==> config.mk <==
export PLATFORM = sky130hd
export DESIGN_NAME = pidwi_err
export DESIGN_NICKNAME = d
export VERILOG_FILES = /design/src/pidwi_pkg.sv /design/src/pidwi_err.sv
export SDC_FILE = /design/constraint.sdc
export NUM_CORES = 1
export LEC_CHECK = 0
export ABC_AREA = 1
export BUFFER_PORTS_ARGS = -buffer_cell sky130_fd_sc_hd__buf_2
export CAP_MARGIN = 0
export CORE_MARGIN = 5
export CORE_UTILIZATION = 35
export DETAILED_ROUTE_END_ITERATION = 16
export SYNTH_ARGS = -nofsm -noshare
export SYNTH_HDL_FRONTEND = slang
export SYNTH_SLANG_ARGS = --single-unit
==> constraint.sdc <==
create_clock -name clk -period 2.6 [get_ports clk]
set_input_delay 0.65 -clock clk [delete_from_list [all_inputs] [get_ports clk]]
set_output_delay 0.65 -clock clk [all_outputs]
set_load 0.1 [all_outputs]
==> src/pidwi_pkg.sv <==
// Shared constants, register codes and types for the windowed-integral PID core.
package pidwi_pkg;

	// Field widths
	localparam int POS_W     = 16;
	localparam int GAIN_W    = 16;
	localparam int ERR_W     = POS_W + 1;
	localparam int DIFF_W    = ERR_W + 1;
	localparam int DRIVE_W   = 36;
	localparam int CFG_IDX_W = 2;

	// Defaults
	localparam int WINDOW_DEF = 5;

	localparam logic [GAIN_W-1:0] GAIN_P_RST = GAIN_W'(2);
	localparam logic [GAIN_W-1:0] GAIN_I_RST = GAIN_W'(3);
	localparam logic [GAIN_W-1:0] GAIN_D_RST = GAIN_W'(4);

	// Configuration register indexes
	typedef enum logic [CFG_IDX_W-1:0] {
		REG_GAIN_P = 2'd0,
		REG_GAIN_I = 2'd1,
		REG_GAIN_D = 2'd2
	} cfg_reg_t;

	// Gain register set
	typedef struct packed {
		logic [GAIN_W-1:0] prop;
		logic [GAIN_W-1:0] integ;
		logic [GAIN_W-1:0] deriv;
	} gains_t;

	// Pipeline stage handshake
	typedef struct packed {
		logic valid;
		logic ready;
	} stage_hs_t;

endpackage

==> src/pidwi_err.sv <==
// Error stage: signed error, moving window shift line, running sum and error change.
module pidwi_err
	import pidwi_pkg::*;
#(
	parameter int WINDOW = WINDOW_DEF,
	parameter int SUM_W  = ERR_W + $clog2(WINDOW)
) (
	input  logic                     clk,
	input  logic                     arst_n,
	input  logic                     in_valid,
	output logic                     in_ready,
	input  logic [POS_W-1:0]         measured,
	input  logic [POS_W-1:0]         target,
	output stage_hs_t                hs_s2,
	input  logic                     out_ready,
	output logic signed [ERR_W-1:0]  err_s2,
	output logic signed [SUM_W-1:0]  sum_s2,
	output logic signed [DIFF_W-1:0] diff_s2
);

	logic signed [ERR_W-1:0] win_q [WINDOW];
	logic signed [SUM_W-1:0] sum_q;
	logic signed [ERR_W-1:0] prev_q;
	logic                    valid_s2;
	logic                    take;
	logic signed [ERR_W-1:0] err;
	logic signed [SUM_W-1:0] sum_next;

	// Advance when the next stage has room or this one is empty
	assign in_ready = !valid_s2 || out_ready;
	assign take     = in_valid && in_ready;

	assign hs_s2.valid = valid_s2;
	assign hs_s2.ready = in_ready;

	// Error and window sum: add newest, drop oldest
	assign err      = $signed({1'b0, target}) - $signed({1'b0, measured});
	assign sum_next = sum_q + SUM_W'(err) - SUM_W'(win_q[WINDOW-1]);

	// Window state advances once per accepted sample
	always_ff @(posedge clk or negedge arst_n) begin
		if (!arst_n) begin
			for (int k = 0; k < WINDOW; k++) begin
				win_q[k] <= '0;
			end
			sum_q  <= '0;
			prev_q <= '0;
		end else if (take) begin
			win_q[0] <= err;
			for (int k = 1; k < WINDOW; k++) begin
				win_q[k] <= win_q[k-1];
			end
			sum_q  <= sum_next;
			prev_q <= err;
		end
	end

	// Stage valid
	always_ff @(posedge clk or negedge arst_n) begin
		if (!arst_n) begin
			valid_s2 <= 1'b0;
		end else if (in_ready) begin
			valid_s2 <= in_valid;
		end
	end

	// Stage payload
	always_ff @(posedge clk) begin
		if (take) begin
			err_s2  <= err;
			sum_s2  <= sum_next;
			diff_s2 <= DIFF_W'(err) - DIFF_W'(prev_q);
		end
	end

endmodule

==> impl_metrics.ini <==
[synthesis]
async_reset_ff_share_pct = 65.8
yosysWarnings = 0
synth_edf_count = 55
synth-seq-area-share_pct = 46.9
yosysMostFrequentCell = nand2_1
synth_area_leaders = dfrtp_1 (29%), edfxtp_1 (18%), nand2_1 (13%)
synth_area_sq_um = 9170
ys.flop_type = dfrtp_1
synth_top_cell_area_share_pct = 28.9
synth_seq_cells = 161
synthCells = 1067
avgSynthCellArea_sq_um = 8.59
synth_commonest_cells = nand2_1 (313), inv_1 (174), dfrtp_1 (106)
synth_cell_type_count = 41
syn-num-nets = 1177
yosys.area.top_type = dfrtp_1

[placed_design]
port_buffers = 93
dpl.hpwl_microns = 16600
routabilityCongestion = 0.864
place_area_sq_um = 11500

[clock_network]
cts_sinks = 161
numCtsBuffers = 17
cts_tree = done
cts.clk_slew.worst_paths_ps = 70
ctsLongestPathBuffers = 2
worstSkewPairLatency_ps = 430
cts_hold_buf = 0
htree_num_levels = 4
clockRootBuffer = clkbuf_16

[finish]
multiInputGateArea_sq_um = 5650
antennaDiodeCount = 0
fin_area_sq_um = 13700
area_growth_syn_to_layout_pct = 49.9
fillers = 2251
finalNetCount = 1461
utilization_pct = 53.0
layout.area.seq_sq_um = 4300
drive_gt1_share_pct = 43.2

[timing]
final.setup.worst_slack_ps = -935
finalHoldViolations = 0
rsz0062_at_grt = true
setup_viol = 51
drv_slew = 0
tightest_slew_ps = 507
finalCritPeriodShare_pct = 136
skew_ps = 11.2
timing.fmax_mhz = 283
slew-limit-headroom_pct = 66.5
period_minus_slack_ps = 3540

[grt]
first_global_vias = 7928
grt_first_pass_wirelength_microns = 38900
antenna_found_initial = 0
grt_max_degree = 115
grt_overflow = 0
grt_use_total_pct = 16.5

[drt]
drt_iter0_drc = 284
ant_nets = 0
via_per_inst = 4.57
wl_microns = 24200
via_count = 7762
drc_errors = 0
post_drt_wl_per_cell_microns = 14.2
firstDrtPassIters = 5

[status]
status = complete, but fails checks
failed_checks = negative setup slack

[worst_setup_path]
cp-end-kind = flip-flop
path_buf_inv = 6
cp.required_ps = 2790
crit_top_cell = nand2_2
critPathKind = in -> reg
slowest_delay_ps = 460
path_max_fanout = 4
slowest_stage = fa_2
arrival_ps = 3720
worstPathCellList = buf_8, inv_12, ha_4, fa_2, inv_2, nand2_2, nand2_2, buf_6, nand2_4, o21bai_4, xor2_1, buf_4, fa_2, ha_4, nand2_4, buf_6, nor2_4, nand3_2, nand3_2, nand2_2, nand2_1, nand2_1, and2_1
cp_top_family = adder cells
start_kind = primary input

[min_path]
min-delay-path-class = in -> async

[floorplan]
die_x_microns = 172
start_util_pct = 35.4
ios = 94
fp.dieH_microns = 172
die-area_sq_um = 29500
core_area_sq_um = 25900
rows = 59

[flow_run]
cap_violations = 0
## area by class of cell
type                    instances  area share, %
clock inverters                 9          0.810
repair buffers                289           15.4
well taps                     335           3.05
flip-flops and latches        161           31.3
clock buffers                  23           3.33
multi-input cells             704           41.1
inverters                     178           4.97
## layout by cell type, fill, tap and decap left out, drive strengths merged, types with 9 or more instances in the layout
cell type	Yosys	routed
o21bai	11	11
xnor2	9	9
clkbuf	16	23
dfrtp	106	106
o21ai	89	89
nor2	46	46
ha	53	53
and2	9	9
xor2	21	21
edfxtp	55	55
buf	8	289
nand3	41	41
a21oi	43	43
inv	177	179
nand3b	9	9
nand2	319	319
fa	21	21
## worst paths after layout
check	start	to	slack (ps)	cells after the start
max in group asynchronous	arst_n	sum_q[6]	1800	2
worst max-delay path	target[0]	sum_s2[17]	-940	23
worst max register to register	win_q[2]	sum_q[3]	60	13
worst min register to register	win_q[19]	win_q[2]	470	2
min in group clk	win_q[19]	win_q[2]	470	2
worst min-delay path	arst_n	prev_q[2]	140	1
## sequential cells by signal (all words and copies together), names as in the netlist
register and flops:
valid_s2 1, win_q 68, sum_q 20, err_s2 17, sum_s2 20, diff_s2 18
prev_q 17
## through the flow
stage / hold WS (ps) / instances / worst slack (ps) / setup TNS [ps]
global route: 166 / 1699 / -1070 / -39420
finish: 144 / 1699 / -935 / -34200
detailed placement: 459 / 1640 / -1570 / -66540
CTS: 145 / 1686 / -881 / -28650
global placement: 451 / 1640 / -1530 / -66200
floorplan: 354 / 1067 / -1080 / -35310
## repair_timing
item / 4_1_cts / 5_1_grt
resized for setup: 206 / 116
pin swaps: 89 / 62
setup buffers: 17 / 17
endpoints found under the setup margin: 52 / 51
## per-layer routing
layer,up-vias,GRT usage (%),share of wire (%)
li1,3958,-,-
met1,3641,23.3,48
met2,128,25.9,46
met3,35,2.86,3.6
met4,0,5.43,2.3
met5,-,0,0
## cells by family after synthesis
family	after synthesis	share of synthesized area, %
flip-flops	161	46.9
buffers and inverters	202	8.47
adder cells (fa/ha/maj)	74	11.8
AND/OR/NAND/NOR	441	19.9
AO/OA/AOI/OAI	159	9.84
XOR/XNOR	30	3.03
Power is left out: the tool's default activity adds up to more than one toggle a clock period on the data nets, which glitch-free logic cannot reach.
