--- config.mk ---
export PLATFORM = sky130hd
export DESIGN_NAME = pidwi_mac
export DESIGN_NICKNAME = d
export VERILOG_FILES = /design/src/pidwi_pkg.sv /design/src/pidwi_mac.sv
export SDC_FILE = /design/constraint.sdc
export NUM_CORES = 2
export LEC_CHECK = 0
export BUFFER_PORTS_ARGS = -buffer_cell sky130_fd_sc_hd__clkbuf_2
export CAP_MARGIN = 20
export CORE_MARGIN = 2
export CORE_UTILIZATION = 40
export DETAILED_ROUTE_END_ITERATION = 10
export SYNTH_ARGS = -nofsm -noshare
export SYNTH_HDL_FRONTEND = slang
export SYNTH_SLANG_ARGS = --single-unit
--- constraint.sdc ---
create_clock -name clk -period 12.4 [get_ports clk]
set_clock_uncertainty 0.2 [all_clocks]
set_input_delay 1.24 -clock clk [delete_from_list [all_inputs] [get_ports clk]]
set_output_delay 1.24 -clock clk [all_outputs]
set_load 0.005 [all_outputs]
--- src/pidwi_pkg.sv ---
// Shared constants, register codes and types for the windowed-integral PID core.
package pidwi_pkg;

	// Field widths
	localparam int POS_W     = 16;
	localparam int GAIN_W    = 16;
	localparam int ERR_W     = POS_W + 1;
	localparam int DIFF_W    = ERR_W + 1;
	localparam int DRIVE_W   = 36;
	localparam int CFG_IDX_W = 2;

	// Defaults
	localparam int WINDOW_DEF = 5;

	localparam logic [GAIN_W-1:0] GAIN_P_RST = GAIN_W'(2);
	localparam logic [GAIN_W-1:0] GAIN_I_RST = GAIN_W'(3);
	localparam logic [GAIN_W-1:0] GAIN_D_RST = GAIN_W'(4);

	// Configuration register indexes
	typedef enum logic [CFG_IDX_W-1:0] {
		REG_GAIN_P = 2'd0,
		REG_GAIN_I = 2'd1,
		REG_GAIN_D = 2'd2
	} cfg_reg_t;

	// Gain register set
	typedef struct packed {
		logic [GAIN_W-1:0] prop;
		logic [GAIN_W-1:0] integ;
		logic [GAIN_W-1:0] deriv;
	} gains_t;

	// Pipeline stage handshake
	typedef struct packed {
		logic valid;
		logic ready;
	} stage_hs_t;

endpackage

--- src/pidwi_mac.sv ---
// Gain stage: three registered products, then sum and saturate to the drive width.
module pidwi_mac
	import pidwi_pkg::*;
#(
	parameter int SUM_W = ERR_W + $clog2(WINDOW_DEF)
) (
	input  logic                      clk,
	input  logic                      arst_n,
	input  gains_t                    gains,
	input  logic                      in_valid,
	output logic                      in_ready,
	input  logic signed [ERR_W-1:0]   err,
	input  logic signed [SUM_W-1:0]   sum,
	input  logic signed [DIFF_W-1:0]  diff,
	output logic                      res_valid,
	input  logic                      res_ready,
	output logic [DRIVE_W-1:0]        res
);

	localparam int P_W    = GAIN_W + 1 + ERR_W;
	localparam int I_W    = GAIN_W + 1 + SUM_W;
	localparam int D_W    = GAIN_W + 1 + DIFF_W;
	localparam int MAX_W  = (I_W > D_W) ? I_W : D_W;
	localparam int ACC_W  = MAX_W + 2;

	logic                    valid_s3;
	logic                    take;
	logic signed [P_W-1:0]   prod_p_s3;
	logic signed [I_W-1:0]   prod_i_s3;
	logic signed [D_W-1:0]   prod_d_s3;
	logic signed [ACC_W-1:0] acc;
	logic                    fits;

	assign in_ready = !valid_s3 || res_ready;
	assign take     = in_valid && in_ready;

	// Stage valid
	always_ff @(posedge clk or negedge arst_n) begin
		if (!arst_n) begin
			valid_s3 <= 1'b0;
		end else if (in_ready) begin
			valid_s3 <= in_valid;
		end
	end

	// Register the three products
	always_ff @(posedge clk) begin
		if (take) begin
			prod_p_s3 <= $signed({1'b0, gains.prop}) * err;
			prod_i_s3 <= $signed({1'b0, gains.integ}) * sum;
			prod_d_s3 <= $signed({1'b0, gains.deriv}) * diff;
		end
	end

	// Sum the terms and clamp to the signed drive range
	assign acc  = ACC_W'(prod_p_s3) + ACC_W'(prod_i_s3) + ACC_W'(prod_d_s3);
	assign fits = (&acc[ACC_W-1:DRIVE_W-1]) || !(|acc[ACC_W-1:DRIVE_W-1]);

	always_comb begin
		if (fits) begin
			res = acc[DRIVE_W-1:0];
		end else if (acc[ACC_W-1]) begin
			res = {1'b1, {(DRIVE_W-1){1'b0}}};
		end else begin
			res = {1'b0, {(DRIVE_W-1){1'b1}}};
		end
	end

	assign res_valid = valid_s3;

endmodule

==> impl_metrics.toml <==
[outcome]
outcome = "finished clean"

[worst_setup_path]
required_ps = 12320
cp.arrival_ps = 7690
crit_family = "adder cells"
critPathMaxStageDelay_ps = 570
slowest_stage = "o31ai_1"
start_kind = "primary input"
cpMostUsedCell = "fa_1"
crit_chain = "clkbuf_2, and2_1, fa_1, inv_1, fa_1, fa_1, inv_1, fa_1, fa_1, inv_1, fa_1, inv_1, ha_1, nand2_1, or2_2, o31ai_1, a21oi_1, o22ai_1, nor4_1, o311a_1, a21oi_1, xnor2_1"
crit_path_start = "gains[5]"
cp_max_fo = 18
crit_path_end_kind = "flip-flop"
path_class = "primary input to flip-flop"
path_buf_inv = 5
r2r-start = "res_valid$_DFFE_PN0N_"

[clocking]
clk_latency_ps = 380
path_clk_slew_ps = 90
cts.path.max_buffers = 2
htree_levels = 3
cts_num_sinks = 107
cts_made_buffers = 9
hold_buffers = 0
cts_tree = "built"
cts_setup_buffers = 0
cts-resized-gates = 0
cts_root_buf = "clkbuf_16"

[sta]
grt_setup_unrepaired = "no"
maxSlewViolCount = 0
period_share_pct = 62.7
finalHoldViolCount = 0
fin_crit_ps = 7770
timing.setup.tns_ps = 0
fmax_mhz = 129
relSlewSlack_pct = 33.4
setup_viol = 0
worstMarginPinSlew_ps = 999
whs_ps = 350

[logic_synthesis]
synth_top_family_by_area = "adder cells"
synth_common_cells = "inv_1 (1111), fa_1 (861), nand2_1 (513)"
synthAdderAreaFrac_pct = 55.6
yosysMostFrequentCell = "inv_1"
yosysUniqueCellTypes = 75
synth-simple-area-share_pct = 14.8
synth-edff-count = 106
syn_area_sq_mm = 0.0388
muxShareOfSynthArea_pct = 0.0258
synthCells = 4228
seq_area_frac_synth_pct = 8.26
synth_xor_area_share_pct = 2.99
synth_nets = 5543
synthTopCellsByArea = "fa_1 (44%), ha_1 (11%), inv_1 (11%)"
synth_compound_area_share_pct = 6.07
yosysWarnings = 0
netlist.area_leader.share_pct = 44.4
avgSynthCellArea_sq_um = 9.18
synthArstFlopShare_pct = 0.935
synth-seq-cells = 107
synth_top_area_cell = "fa_1"
ys.flop_type = "edfxtp_1"

[die]
die_w_um = 316
initial_core_util_pct = 40.3
rows = 114
dieArea_sq_mm = 0.0996
io_pins = 145
die_y_um = 316
core_sq_mm = 0.0964

[grt]
gr-total-overflow = 0
grt_pass1_vias = 29468
grt_max_degree = 68
track_usage_pct = 19.8
antenna_found_initial = 0
grt_pass1_wl_mm = 156

[drt]
met2_length_mm = 47.0
finalWirelength_mm = 92.3
via_count = 27155
wl_per_cell_um = 16.7
ant_nets = 0
wl_met1_mm = 38.9
via_per_inst = 4.92
dr_wl_met3_mm = 3.98
maxUsedRoutingLayer = "met4"
drc_errors = 0
first_pass_iters = 8
drt_iter0_drc = 1408

[job]
maxCapViolCount = 0

[place]
place_congestion = 0.851
dp_hpwl_mm = 77.8
io_buffers = 144

[min_path]
min_path_type = "flip-flop to flip-flop"
hp-start = "res_valid$_DFFE_PN0N_"

[finish]
nets = 5547
area_delta_synth_final_pct = 5.31
drive_gt1_share_pct = 4.37
fill_cells = 9591
[per-stage QoR]
step           cells  utilization, %  cell area, sq um  setup WS [ps]
2_1_floorplan   4228               -             38800           4750
3_3_place_gp    5496            42.1             40600           4360
3_5_place_dp    5497            42.1             40600           4260
4_1_cts         5513            42.4             40900           4660
5_1_grt         5513            42.4             40900           4300
6_report        5514            42.4             40900           4630
[state kept, by name, indices dropped and copies added (netlist names)]
signal     flops
res_valid      1
prod_p_s3     34
prod_d_s3     35
prod_i_s3     37
[layout by cell type, fill, tap and decap left out, types with 4 or more instances in the layout]
cell,Yosys,layout
inv_1,1111,1111
fa_1,861,861
nand2_1,513,513
and2_1,414,413
ha_1,347,347
clkbuf_2,1,144
a21oi_1,108,108
edfxtp_1,106,106
xnor2_1,89,89
o21ai_0,69,69
nor2_1,60,60
a21o_1,45,45
xor2_1,40,40
nand3_1,30,30
o21ai_1,30,30
nand2b_1,29,29
nor2b_1,26,26
nor3_1,19,19
o21a_1,15,15
o21bai_1,12,12
nand4_1,12,12
o211ai_1,11,11
or3_1,10,10
a211oi_1,9,9
clkbuf_16,0,9
and3_1,8,8
or2_2,7,7
a31oi_1,7,7
o31a_1,6,6
o31ai_1,5,5
nor3b_1,5,5
a41oi_1,4,4
a21boi_0,4,4
o311ai_0,4,4
[cell type report]
cell class | count | area (sq um) | area share (%)
Multi-Input combinational cell | 2856 | 30800 | 75.4
Inverter | 1112 | 4170 | 10.2
Sequential cell | 107 | 3210 | 7.85
Tap cell | 1276 | 1600 | 3.90
Timing Repair Buffer | 146 | 756 | 1.85
Clock buffer | 9 | 225 | 0.551
Clock inverter | 7 | 78.8 | 0.193
Antenna cell | 1 | 2.50 | 0.00612
[worst register-to-register path, stage by stage, from the launching register on]
cell and delay (ps):
dfrtp_1 390, nand2b_1 110, and2_4 500, buf_4 800
[cells by family after synthesis]
kind of cell | after synthesis
mux | 1
flops | 107
compound gates | 367
buf+inv | 1265
fa+ha+maj | 1208
xor+xnor | 131
simple gates | 1149
[layer usage]
layer | vias up | track usage, %
li1 | 12541 | -
met1 | 13984 | 25.7
met2 | 514 | 35.1
met3 | 116 | 2.39
met4 | 0 | 4.74
met5 | - | 0
[final timing paths]
kind                                      endpoint  slack (ps)  depth (start not counted)
max                        prod_d_s3[34]$_DFFE_PP_        4630                         22
min in group asynchronous    res_valid$_DFFE_PN0N_         410                          1
min reg2reg                  res_valid$_DFFE_PN0N_         350                          2
max reg2reg                prod_d_s3[31]$_DFFE_PP_        9970                          3
min                          res_valid$_DFFE_PN0N_         350                          2
max in group asynchronous    res_valid$_DFFE_PN0N_       11510                          1
Power is left out: the tool's default activity adds up to more than one toggle a clock period on the data nets, which glitch-free logic cannot reach.
