**src/pidwi_pkg.sv**
```systemverilog
// Shared constants, register codes and types for the windowed-integral PID core.
package pidwi_pkg;

	// Field widths
	localparam int POS_W     = 16;
	localparam int GAIN_W    = 16;
	localparam int ERR_W     = POS_W + 1;
	localparam int DIFF_W    = ERR_W + 1;
	localparam int DRIVE_W   = 36;
	localparam int CFG_IDX_W = 2;

	// Defaults
	localparam int WINDOW_DEF = 5;

	localparam logic [GAIN_W-1:0] GAIN_P_RST = GAIN_W'(2);
	localparam logic [GAIN_W-1:0] GAIN_I_RST = GAIN_W'(3);
	localparam logic [GAIN_W-1:0] GAIN_D_RST = GAIN_W'(4);

	// Configuration register indexes
	typedef enum logic [CFG_IDX_W-1:0] {
		REG_GAIN_P = 2'd0,
		REG_GAIN_I = 2'd1,
		REG_GAIN_D = 2'd2
	} cfg_reg_t;

	// Gain register set
	typedef struct packed {
		logic [GAIN_W-1:0] prop;
		logic [GAIN_W-1:0] integ;
		logic [GAIN_W-1:0] deriv;
	} gains_t;

	// Pipeline stage handshake
	typedef struct packed {
		logic valid;
		logic ready;
	} stage_hs_t;

endpackage

```
**src/pidwi_skid.sv**
```systemverilog
// Output register with a skid entry so the input ready does not depend combinationally on the output ready.
module pidwi_skid
	import pidwi_pkg::*;
#(
	parameter int W = DRIVE_W
) (
	input  logic         clk,
	input  logic         arst_n,
	input  logic         in_valid,
	output logic         in_ready,
	input  logic [W-1:0] in_data,
	output logic         out_valid,
	input  logic         out_ready,
	output logic [W-1:0] out_data
);

	logic         out_valid_q;
	logic         skid_full_q;
	logic [W-1:0] out_data_q;
	logic [W-1:0] skid_data_q;
	logic         push;
	logic         drain;

	assign in_ready  = !skid_full_q;
	assign push      = in_valid && !skid_full_q;
	assign drain     = !out_valid_q || out_ready;
	assign out_valid = out_valid_q;
	assign out_data  = out_data_q;

	// Control: refill output from skid first, park a request in skid when stalled
	always_ff @(posedge clk or negedge arst_n) begin
		if (!arst_n) begin
			out_valid_q <= 1'b0;
			skid_full_q <= 1'b0;
		end else if (drain) begin
			if (skid_full_q) begin
				out_valid_q <= 1'b1;
				skid_full_q <= 1'b0;
			end else begin
				out_valid_q <= push;
			end
		end else if (push) begin
			skid_full_q <= 1'b1;
		end
	end

	// Payload
	always_ff @(posedge clk) begin
		if (drain) begin
			if (skid_full_q) begin
				out_data_q <= skid_data_q;
			end else if (push) begin
				out_data_q <= in_data;
			end
		end else if (push) begin
			skid_data_q <= in_data;
		end
	end

endmodule

```
**config.mk**
```make
export PLATFORM = sky130hd
export DESIGN_NAME = pidwi_skid
export DESIGN_NICKNAME = d
export VERILOG_FILES = /design/src/pidwi_pkg.sv /design/src/pidwi_skid.sv
export SDC_FILE = /design/constraint.sdc
export NUM_CORES = 1
export LEC_CHECK = 0
export BUFFER_PORTS_ARGS = -buffer_cell sky130_fd_sc_hd__buf_2
export CAP_MARGIN = 20
export CORE_MARGIN = 4
export CORE_UTILIZATION = 53
export CTS_BUF_LIST = sky130_fd_sc_hd__clkbuf_4 sky130_fd_sc_hd__clkbuf_8
export DETAILED_ROUTE_END_ITERATION = 12
export PLACE_DENSITY = 0.9
export SLEW_MARGIN = 0
export SYNTH_ARGS = -nofsm -noshare
export SYNTH_HDL_FRONTEND = slang
export SYNTH_SLANG_ARGS = --single-unit
```
**constraint.sdc**
```tcl
create_clock -name clk -period 4.7 [get_ports clk]
set_input_delay 0.47 -clock clk [delete_from_list [all_inputs] [get_ports clk]]
set_output_delay 0.47 -clock clk [all_outputs]
set_load 0.03 [all_outputs]
```
==> run metrics, run 1 <==
status=completed; row cnt=25; DPL Wire Length=3.06 mm; setup_tns=0 ns; Synth warnings=0; Critical Path Sink Type=register; final wirelength=4.49 mm; Mapped Cells=121; syn_area_per_cell=22.5 sq um; Synth area leader=edfxtp_1; layout cells sized above 1=about 63%; MaxCap Viol Count=0; clk sinks=74; fmax=between 0.3 and 0.4 GHz; Hold Slack=0.314 ns; slowest stage delay, CP=0.97 ns; GRT Total Usage=~16%; die area=roughly 0.0063 sq mm; worst-path cell chain=nor2_1 > nor2b_4; leakage=1.32 nW; ANT cells=0; Max FO, Critical Path=39; Skew-Pair Late Insertion Delay=0.34 ns; clock root buffer=clkbuf_8; Hold Crit Class=in2reg; #FFs+latches synth=74; initial DRC count=99; sequential element share of the synthesized area=81.3%; wire per inst=16.0 um; largest net degree at the start of global routing=40; NumNets Final=between 200 and 250; syn nets=161; worst clock skew=0.0110 ns; core area=roughly 0.0048 sq mm; slowest CP cell=dfrtp_2; WP data required=4.65 ns; 1st-pass router iterations=4; vias in the first global route=1399; vias per std cell=4.95; post-cts resize count=0; final hold viol count=0; die span in x=79.6 um; Antenna Nets Post-Route=0; Peak VDD IR=314 uV; first-pass GRT wire length=6.99 mm; number of buffers added on ports=77; Worst slew margin=a little over 30%; GPL Wtd Cong=0.672; Syn Std Cell Area=roughly 0.0027 sq mm; Ports=78; max-slew violations=0; CP top delay family=simple AND/OR/NAND/NOR gates; Unique masters post-synth=12; critical path class=reg2reg; remaining routing DRC violations=0; RSZ-0062 raised after global routing=no; initial antenna violation count=0; Cell Pwr Density=440 mW/mm^2; grt ovf=0; TritonCTS clock tree=done; Tcrit/Tclk final=~53%; Final min period=between 2 and 3 ns; top cells by area, synth=edfxtp_1, mux2_2, mux2_4, dfrtp_1, buf_6; worst-margin pin slew=1.04 ns; CP Launch Type=register; Initial Util=56.1%; area share of the largest cell type after synthesis=79.5%; clk slew on worst S/H paths=0.07 ns; H-tree lvl count=3; Die Ht=79.6 um; Area Growth Syn to Fin=25.7%; Vias=between 1k and 1.5k; clock tree buffer depth=2; Setup-failing EPs final=0; WP buf/inv=0; number of buffers created by CTS=9; crit path DAT=approximately 2.5 ns
synth_stat cells:
| cell type | instances |
|---|---|
| nor2_1 | 2 |
| nand2_1 | 1 |
| buf_6 | 2 |
| edfxtp_1 | 72 |
| dfrtp_1 | 2 |
| mux2_4 | 8 |
| nor3b_1 | 1 |
| mux2_2 | 28 |
| inv_1 | 1 |
| buf_4 | 2 |
| nand2b_1 | 1 |
| nor2b_1 | 1 |
cell type report:
| cell class | count | area, sq um |
|---|---|---|
| timing repair buffer | 80 | 414 |
| clock inverter | 3 | 65.1 |
| fill | 296 | 1430 |
| clock buffer | 13 | 160 |
| sequential | 74 | 2210 |
| tap | 67 | 83.8 |
| multi-input combinational | 42 | 479 |
| inverter | 1 | 3.75 |
metrics by stage:
step	instances	total power [mW]	utilization, %	setup WS, ns	cell area [sq um]
after global routing	280	1.56	70.5	2.00	3420
after global placement	262	0.973	65.4	2.15	3170
final	280	1.50	70.5	2.20	3420
after CTS	279	1.52	70.3	2.09	3410
after detailed placement	262	0.977	65.4	2.11	3170
after floorplan	121	0.922	-	0.863	2720
where the power goes:
group          internal, mW  total (mW)  switching (mW)
clock network         0.331       0.541           0.210
logic                0.0641       0.165           0.101
registers             0.778       0.797          0.0195
total                  1.17        1.50           0.331
placed cells by master (no fill, tap or decap):
cell type,n
clkinv_2,1
inv_1,1
clkbuf_8,10
clkbuf_4,3
dlygate4sd3_1,1
nand2b_1,1
buf_4,1
mux2_4,8
mux2_2,28
dfrtp_2,1
buf_2,77
nor2_1,2
bufinv_16,2
nand2_1,1
nor2b_4,1
dfrtp_1,1
nor3b_2,1
buf_6,1
edfxtp_1,72
path summary, 6_finish.rpt:
kind	slack, ns	endpoint	cells after the start	start
worst max-delay path	2.20	out_data[35]	2	skid_full_q
worst min-delay path	0.31	skid_data_q[12]	1	in_data[12]
worst max register to register	2.20	out_data[35]	2	skid_full_q
worst min register to register	0.54	out_data[34]	1	skid_data_q[34]
max in group asynchronous	4.17	skid_full_q	2	arst_n
min in group asynchronous	0.43	skid_full_q	2	arst_n
what timing repair did:
item                                   4_1_cts  5_1_grt
hold buffers                                 1        0
endpoints found under the hold margin        2        0
buffers inserted                             0        0
registers in the layout (all words and copies together), names as in the netlist:
signal       count
skid_full_q      1
out_data        36
skid_data_q     36
out_valid        1
logic make-up (layout without fill, tap and decap cells):
logic type | count (synthesis) | in the layout | synth area share [%]
buffers and inverters | 5 | 97 | 1.52
muxes | 36 | 36 | 16.0
DFF | 74 | 74 | 81.3
and+or+nand+nor | 6 | 6 | 1.15
routing by layer:
metal | vias up | wire length (um) | global-route usage, % | share of wire [%]
met5 | - | 0 | 0 | 0
met4 | 0 | 102 | 8.42 | 2.3
met3 | 14 | 406 | 7.79 | 9.0
met2 | 56 | 2120 | 22.7 | 47
met1 | 662 | 1860 | 18.7 | 41
li1 | 653 | - | - | -
Power figures use the tool's default switching activity.
==> inputs of run 2 (changes only) <==
--- a/config.mk
+++ b/config.mk
@@ -5,13 +5,14 @@
 export SDC_FILE = /design/constraint.sdc
 export NUM_CORES = 1
 export LEC_CHECK = 0
+export ABC_AREA = 1
 export BUFFER_PORTS_ARGS = -buffer_cell sky130_fd_sc_hd__buf_2
 export CAP_MARGIN = 20
 export CORE_MARGIN = 4
-export CORE_UTILIZATION = 53
+export CORE_UTILIZATION = 48
 export CTS_BUF_LIST = sky130_fd_sc_hd__clkbuf_4 sky130_fd_sc_hd__clkbuf_8
 export DETAILED_ROUTE_END_ITERATION = 12
-export PLACE_DENSITY = 0.9
+export PLACE_DENSITY = 0.86
 export SLEW_MARGIN = 0
 export SYNTH_ARGS = -nofsm -noshare
 export SYNTH_HDL_FRONTEND = slang
==> constraint.sdc (replaced) <==
create_clock -name clk -period 2.1 [get_ports clk]
set_input_delay 0.21 -clock clk [delete_from_list [all_inputs] [get_ports clk]]
set_output_delay 0.21 -clock clk [all_outputs]
set_load 0.03 [all_outputs]
==> run 2 against run 1 <==
- area after synthesis up 1.1%
- non-clock buffer count up 4
- critical path type is now reg2out
- combinational power is 150% higher
- core utilization shrank 9.3 points
- first-iteration DRC count shrank 21%
- count of clock-buffer cells in the layout shrank 1
- clock skew down 0.0043 ns
==> run metrics, run 2 <==
syn_area_per_cell=13.7 sq um (-39%); TritonCTS clock tree=done; clk slew on worst S/H paths=0.07 ns (about the same); syn nets=241 (+50%); DPL Wire Length=3.34 mm (+9.3%); Skew-Pair Late Insertion Delay=0.33 ns (about the same); Hold Crit Class=in2reg; sequential element share of the synthesized area=80.4% (-0.89 points); vias in the first global route=1755 (+25%); worst-margin pin slew=0.359 ns (-0.683 ns); GRT Total Usage=15.2% (-0.29 points); synth cell count leaders=nand2_1, edfxtp_1, nor2_1; Syn Std Cell Area=0.00275 sq mm (+1.1%); critical path class=reg2out; fmax=0.585 GHz; CP Launch Type=register; Ports=78 (unchanged); 1st-pass router iterations=4 (unchanged); Post-CTS Setup Bufs=0 (unchanged); WP data required=1.89 ns (-2.76 ns); die area=0.00700 sq mm (+10%); MaxCap Viol Count=0 (unchanged); H-tree lvl count=3 (unchanged); Synth area leader=edfxtp_1; Initial Util=49.6% (-6.5 points); Max FO, Critical Path=24 (-38%); remaining routing DRC violations=0 (unchanged); Worst Hold Launch=in_data[24]; initial antenna violation count=0 (unchanged); Mapped Cells=201 (+66%); EDFF count, synth=72 (unchanged); initial DRC count=78 (-21%); ANT cells=0 (unchanged); row cnt=27 (+8.0%); first-pass GRT wire length=8.15 mm (+17%); GPL Wtd Cong=0.748 (+11%); Peak VDD IR=574 uV (+83%); worst clock skew=0.00672 ns (-0.00425 ns); Critical Path Sink Type=output port; number of buffers created by CTS=9 (unchanged); NumNets Final=328 (+32%); most frequent cell after synthesis=nand2_1; Tcrit/Tclk final=81.4%; Hold EP=skid_data_q[24]; area share of the largest cell type after synthesis=78.6% (-0.87 points); r2r setup slk=0.69 ns (-1.51 ns); Placed Area=0.00319 sq mm (+0.67%); FF-to-FF End=skid_data_q[26]; Setup-failing EPs final=0 (unchanged); Area Growth Syn to Fin=23.4%; R2R cell count=4 (+2); worst slack at placement=0.674 ns (-1.44 ns); final wirelength=4.83 mm (+7.5%); setup_tns=0 ns (unchanged); layout cells sized above 1=34.1% (-29 points); Antenna Nets Post-Route=0 (unchanged); largest net degree at the start of global routing=37 (-7.5%); Vias=1696 (+22%); Hold Slack=0.0625 ns (-0.251 ns); #FFs+latches synth=74 (unchanged); Synth Flop Type=edfxtp_1; max-slew violations=0 (unchanged); leakage=1.49 nW (+13%); core area=0.00554 sq mm (+14%); Synth async-reset ratio=2.70% (unchanged); status=completed; vias per std cell=4.65 (-6.1%); final hold viol count=0 (unchanged); Synth warnings=0 (unchanged); Die Ht=83.7 um (+5.1%); commonest non-fill, non-tap cell in the layout=nand2_1; Unique masters post-synth=10 (-2); Reg-to-Reg Start=skid_full_q; grt ovf=0 (unchanged); RSZ-0062 raised after global routing=no; Worst slew margin=76.0% (+46 points); post-route cell area=0.00339 sq mm (-0.77%); Final min period=1.71 ns; Final WS setup=0.391 ns (-1.81 ns); clock root buffer=clkbuf_8; number of buffers added on ports=77 (unchanged); wire per inst=13.2 um (-18%); die span in x=83.7 um (+5.1%); Hold Crit Depth=1 (unchanged); clk sinks=74 (unchanged); commonest cells after routing, fill and taps aside=nand2_1, buf_2, edfxtp_1; clock tree buffer depth=2 (unchanged); Cell Pwr Density=951 mW/mm^2 (+120%); crit path DAT=1.50 ns (-0.95 ns); top cells by area, synth=edfxtp_1, nand2_1, dfrtp_1, buf_8, buf_6
[run 2: changes by cell type after synthesis, sizes merged]
cell	previous run	this run
nor3b	1	0
buf	4	8
inv	1	3
mux2	36	0
nand2b	1	0
nand2	1	111
nor2	2	5
nor2b	1	0
[run 2: layout make-up]
class / instances / area, sq um
Clock buffer: 12 / 146
Clock inverter: 4 / 42.5
Fill cell: 446 / 2150
Inverter: 3 / 11.3
Multi-Input combinational cell: 116 / 450
Sequential cell: 74 / 2210
Tap cell: 72 / 90.1
Timing Repair Buffer: 84 / 440
[run 2: critical path, stage by stage, from the launching register on]
cell	delay [ns]
dfrtp_1	0.40
inv_2	0.21
buf_4	0.31
buf_2	0.25
[run 2: logic make-up after synthesis]
family / share of synthesized area [%]
flops: 80.4
buf+inv: 3.73
simple gates: 15.8
[run 2: power by group]
group	internal [mW]	switching (mW)	leakage, nW
sequential	1.75	0.0253	0.703
combinational	0.113	0.291	0.685
clock	0.580	0.470	0.0997
[run 2: worst max path at each step]
| stage | cells after the start | to | slack (ns) | startpoint |
|---|---|---|---|---|
| after floorplan | 2 | skid_data_q[0] | 0.06 | out_valid |
| after global placement | 4 | skid_data_q[18] | 0.72 | skid_full_q |
| after detailed placement | 4 | skid_data_q[16] | 0.67 | skid_full_q |
| after CTS | 3 | in_ready | 0.36 | skid_full_q |
| after global routing | 3 | in_ready | 0.28 | skid_full_q |
| final | 3 | in_ready | 0.39 | skid_full_q |
[run 2: metrics by stage]
step                util [%]  power, mW  instances
floorplan                  -       2.08        201
global placement        57.7       2.20        348
detailed placement      57.7       2.21        348
CTS                     61.2       3.25        365
global route            61.2       3.38        365
finish                  61.2       3.23        365
[run 2: layer usage]
layer	up-vias	GRT usage (%)	part of all wire, %
li1	846	-	-
met1	783	17.5	40
met2	59	25.1	50
met3	8	5.82	8.3
met4	0	7.02	1.4
met5	-	0	0
[run 2: what timing repair did]
item,in CTS,in global routing
gates resized for setup,0,0
hold buffers,1,0
endpoints found under the hold margin,2,0
==> inputs of run 3 (changes only) <==
==> constraint.sdc (replaced) <==
create_clock -name clk -period 1.5 [get_ports clk]
set_input_delay 0.15 -clock clk [delete_from_list [all_inputs] [get_ports clk]]
set_output_delay 0.15 -clock clk [all_outputs]
set_load 0.03 [all_outputs]
==> run 3 against run 2 <==
- global-route usage rose by 1.8 points
- power is 42% higher
- sequential share of layout area down 6.5 points
- clock power increased by 37%
- register-to-register slack worse by 0.42 ns
- combinational power grew 67%
- worst hold slack got worse by 0.044 ns
- critical path depth is the same
- clock skew is 0.00086 ns higher
- via count is 7.9% higher
- sequential power up 40%
- critical path type unchanged
==> run metrics, run 3 (synthesized netlist as in run 2, its figures left out) <==
status=completed; fmax=0.721 GHz; die area=0.00700 sq mm (unchanged); Post-CTS Setup Bufs=0 (unchanged); commonest non-fill, non-tap cell in the layout=nand2_1; vias per std cell=4.61 (-0.80%); worst-margin pin slew=0.324 ns (-0.0349 ns); clk sinks=74 (unchanged); 1st-pass router iterations=4 (unchanged); GRT Total Usage=17.1% (+1.8 points); first-pass GRT wire length=9.23 mm (+13%); Peak VDD IR=803 uV (+40%); final cell count without fillers=397 (+8.8%); H-tree lvl count=3 (unchanged); Ports=78 (unchanged); GPL Wtd Cong=0.697 (-6.8%); placed cells=350 (+0.57%); slowest stage delay, CP=0.41 ns (about the same); vias in the first global route=1940 (+11%); final wirelength=5.59 mm (+16%); clk slew on worst S/H paths=0.07 ns (about the same); grt ovf=0 (unchanged); commonest cells after routing, fill and taps aside=nand2_1, buf_2, edfxtp_1; Worst slew margin=78.3% (+2.2 points); number of buffers added on ports=77 (unchanged); slowest CP cell=dfrtp_1; initial antenna violation count=0 (unchanged); worst clock skew=0.00758 ns (+0.000856 ns); Hold Crit Depth=1 (unchanged); clock tree buffer depth=2 (unchanged); max-slew violations=0 (unchanged); number of buffers created by CTS=9 (unchanged); Hold Crit Class=in2reg; Skew-Pair Late Insertion Delay=0.33 ns (about the same); Critical Path Sink Type=output port; die span in x=83.7 um (unchanged); final hold viol count=0 (unchanged); Setup-failing EPs final=0 (unchanged); Final min period=1.39 ns; Fillers=419 (-6.1%); crit path DAT=1.24 ns (-0.26 ns); NumNets Final=360 (+9.8%); wire per inst=14.1 um (+6.5%); core area=0.00554 sq mm (unchanged); Antenna Nets Post-Route=0 (unchanged); Die Ht=83.7 um (unchanged); Vias=1830 (+7.9%); layout cells sized above 1=31.7% (-2.4 points); CP top delay family=buffers and inverters; Max FO, Critical Path=21 (-13%); initial DRC count=94 (+21%); ANT cells=0 (unchanged); Tcrit/Tclk final=92.5%; Initial Util=49.6% (unchanged); row cnt=27 (unchanged); Hold Slack=0.0182 ns (-0.0443 ns); R2R cell count=4 (unchanged); critical path class=reg2out; CP Depth=3 (unchanged); TritonCTS clock tree=done; CP Launch Type=register; DPL Wire Length=3.70 mm (+11%); remaining routing DRC violations=0 (unchanged); RSZ-0062 raised after global routing=no; MaxCap Viol Count=0 (unchanged); Area Growth Syn to Fin=37.0%; largest net degree at the start of global routing=23 (-38%); clock root buffer=clkbuf_8; worst-path cell chain=inv_2 > buf_6 > buf_4; leakage=1.64 nW (+10%); WP buf/inv=3 (unchanged); WP data required=1.35 ns (-0.54 ns); Cell Pwr Density=1220 mW/mm^2 (+28%)
==> run 3: area by class of cell <==
| class | instances | area [sq um] | share of cell area (%) |
|---|---|---|---|
| multi-input cells | 116 | 458 | 12.2 |
| flip-flops and latches | 74 | 2210 | 58.7 |
| well taps | 72 | 90.1 | 2.39 |
| clock buffers | 9 | 124 | 3.29 |
| clock inverters | 7 | 60.1 | 1.59 |
| inverters | 3 | 11.3 | 0.299 |
| repair buffers | 116 | 812 | 21.5 |
==> run 3: per-layer routing <==
metal | wire [um] | track usage (%)
met3 | 339 | 4.84
met5 | 0 | 0
met2 | 2950 | 30.2
met4 | 120 | 7.31
met1 | 2190 | 19.2
==> run 3: worst reg2reg max path: cells and delay by family (launching register included) <==
kind / cells / cell delay [ns]
and+or+nand+nor: 2 / 0.23
buffers and inverters: 2 / 0.30
DFF: 1 / 0.41
==> run 3: repair_timing <==
action | in CTS | in global routing
endpoints found under the hold margin | 31 | 1
resized for setup | 1 | 1
hold buffers | 30 | 1
pin swaps | 0 | 0
endpoints found under the setup margin | 1 | 1
==> run 3: final timing paths <==
check / startpoint / end / slack (ns)
worst max-delay path: skid_full_q / in_ready / 0.11
worst min-delay path: in_data[10] / skid_data_q[10] / 0.02
worst max register to register: skid_full_q / skid_data_q[13] / 0.27
worst min register to register: skid_data_q[19] / out_data[19] / 0.52
max in group asynchronous: arst_n / out_valid / 1.26
min in group asynchronous: arst_n / skid_full_q / 0.12
==> run 3: where the power goes <==
group / switching (mW) / leakage [nW] / total [mW] / internal, mW
clock: 0.690 / 0.0955 / 1.44 / 0.748
combinational: 0.435 / 0.840 / 0.675 / 0.240
sequential: 0.0370 / 0.703 / 2.48 / 2.44
==> run 3: metrics by stage <==
step | setup WS [ns] | utilization [%] | total power, mW | cell area [sq um] | setup TNS [ns]
after CTS | 0.0334 | 67.8 | 4.62 | 3750 | 0
final | 0.112 | 68.0 | 4.59 | 3770 | 0
after global placement | 0.322 | 59.0 | 3.11 | 3270 | 0
after detailed placement | 0.282 | 59.0 | 3.14 | 3270 | 0
after global routing | 0.0403 | 68.0 | 4.80 | 3770 | 0
after floorplan | -0.0648 | - | 2.92 | 2770 | -4.41
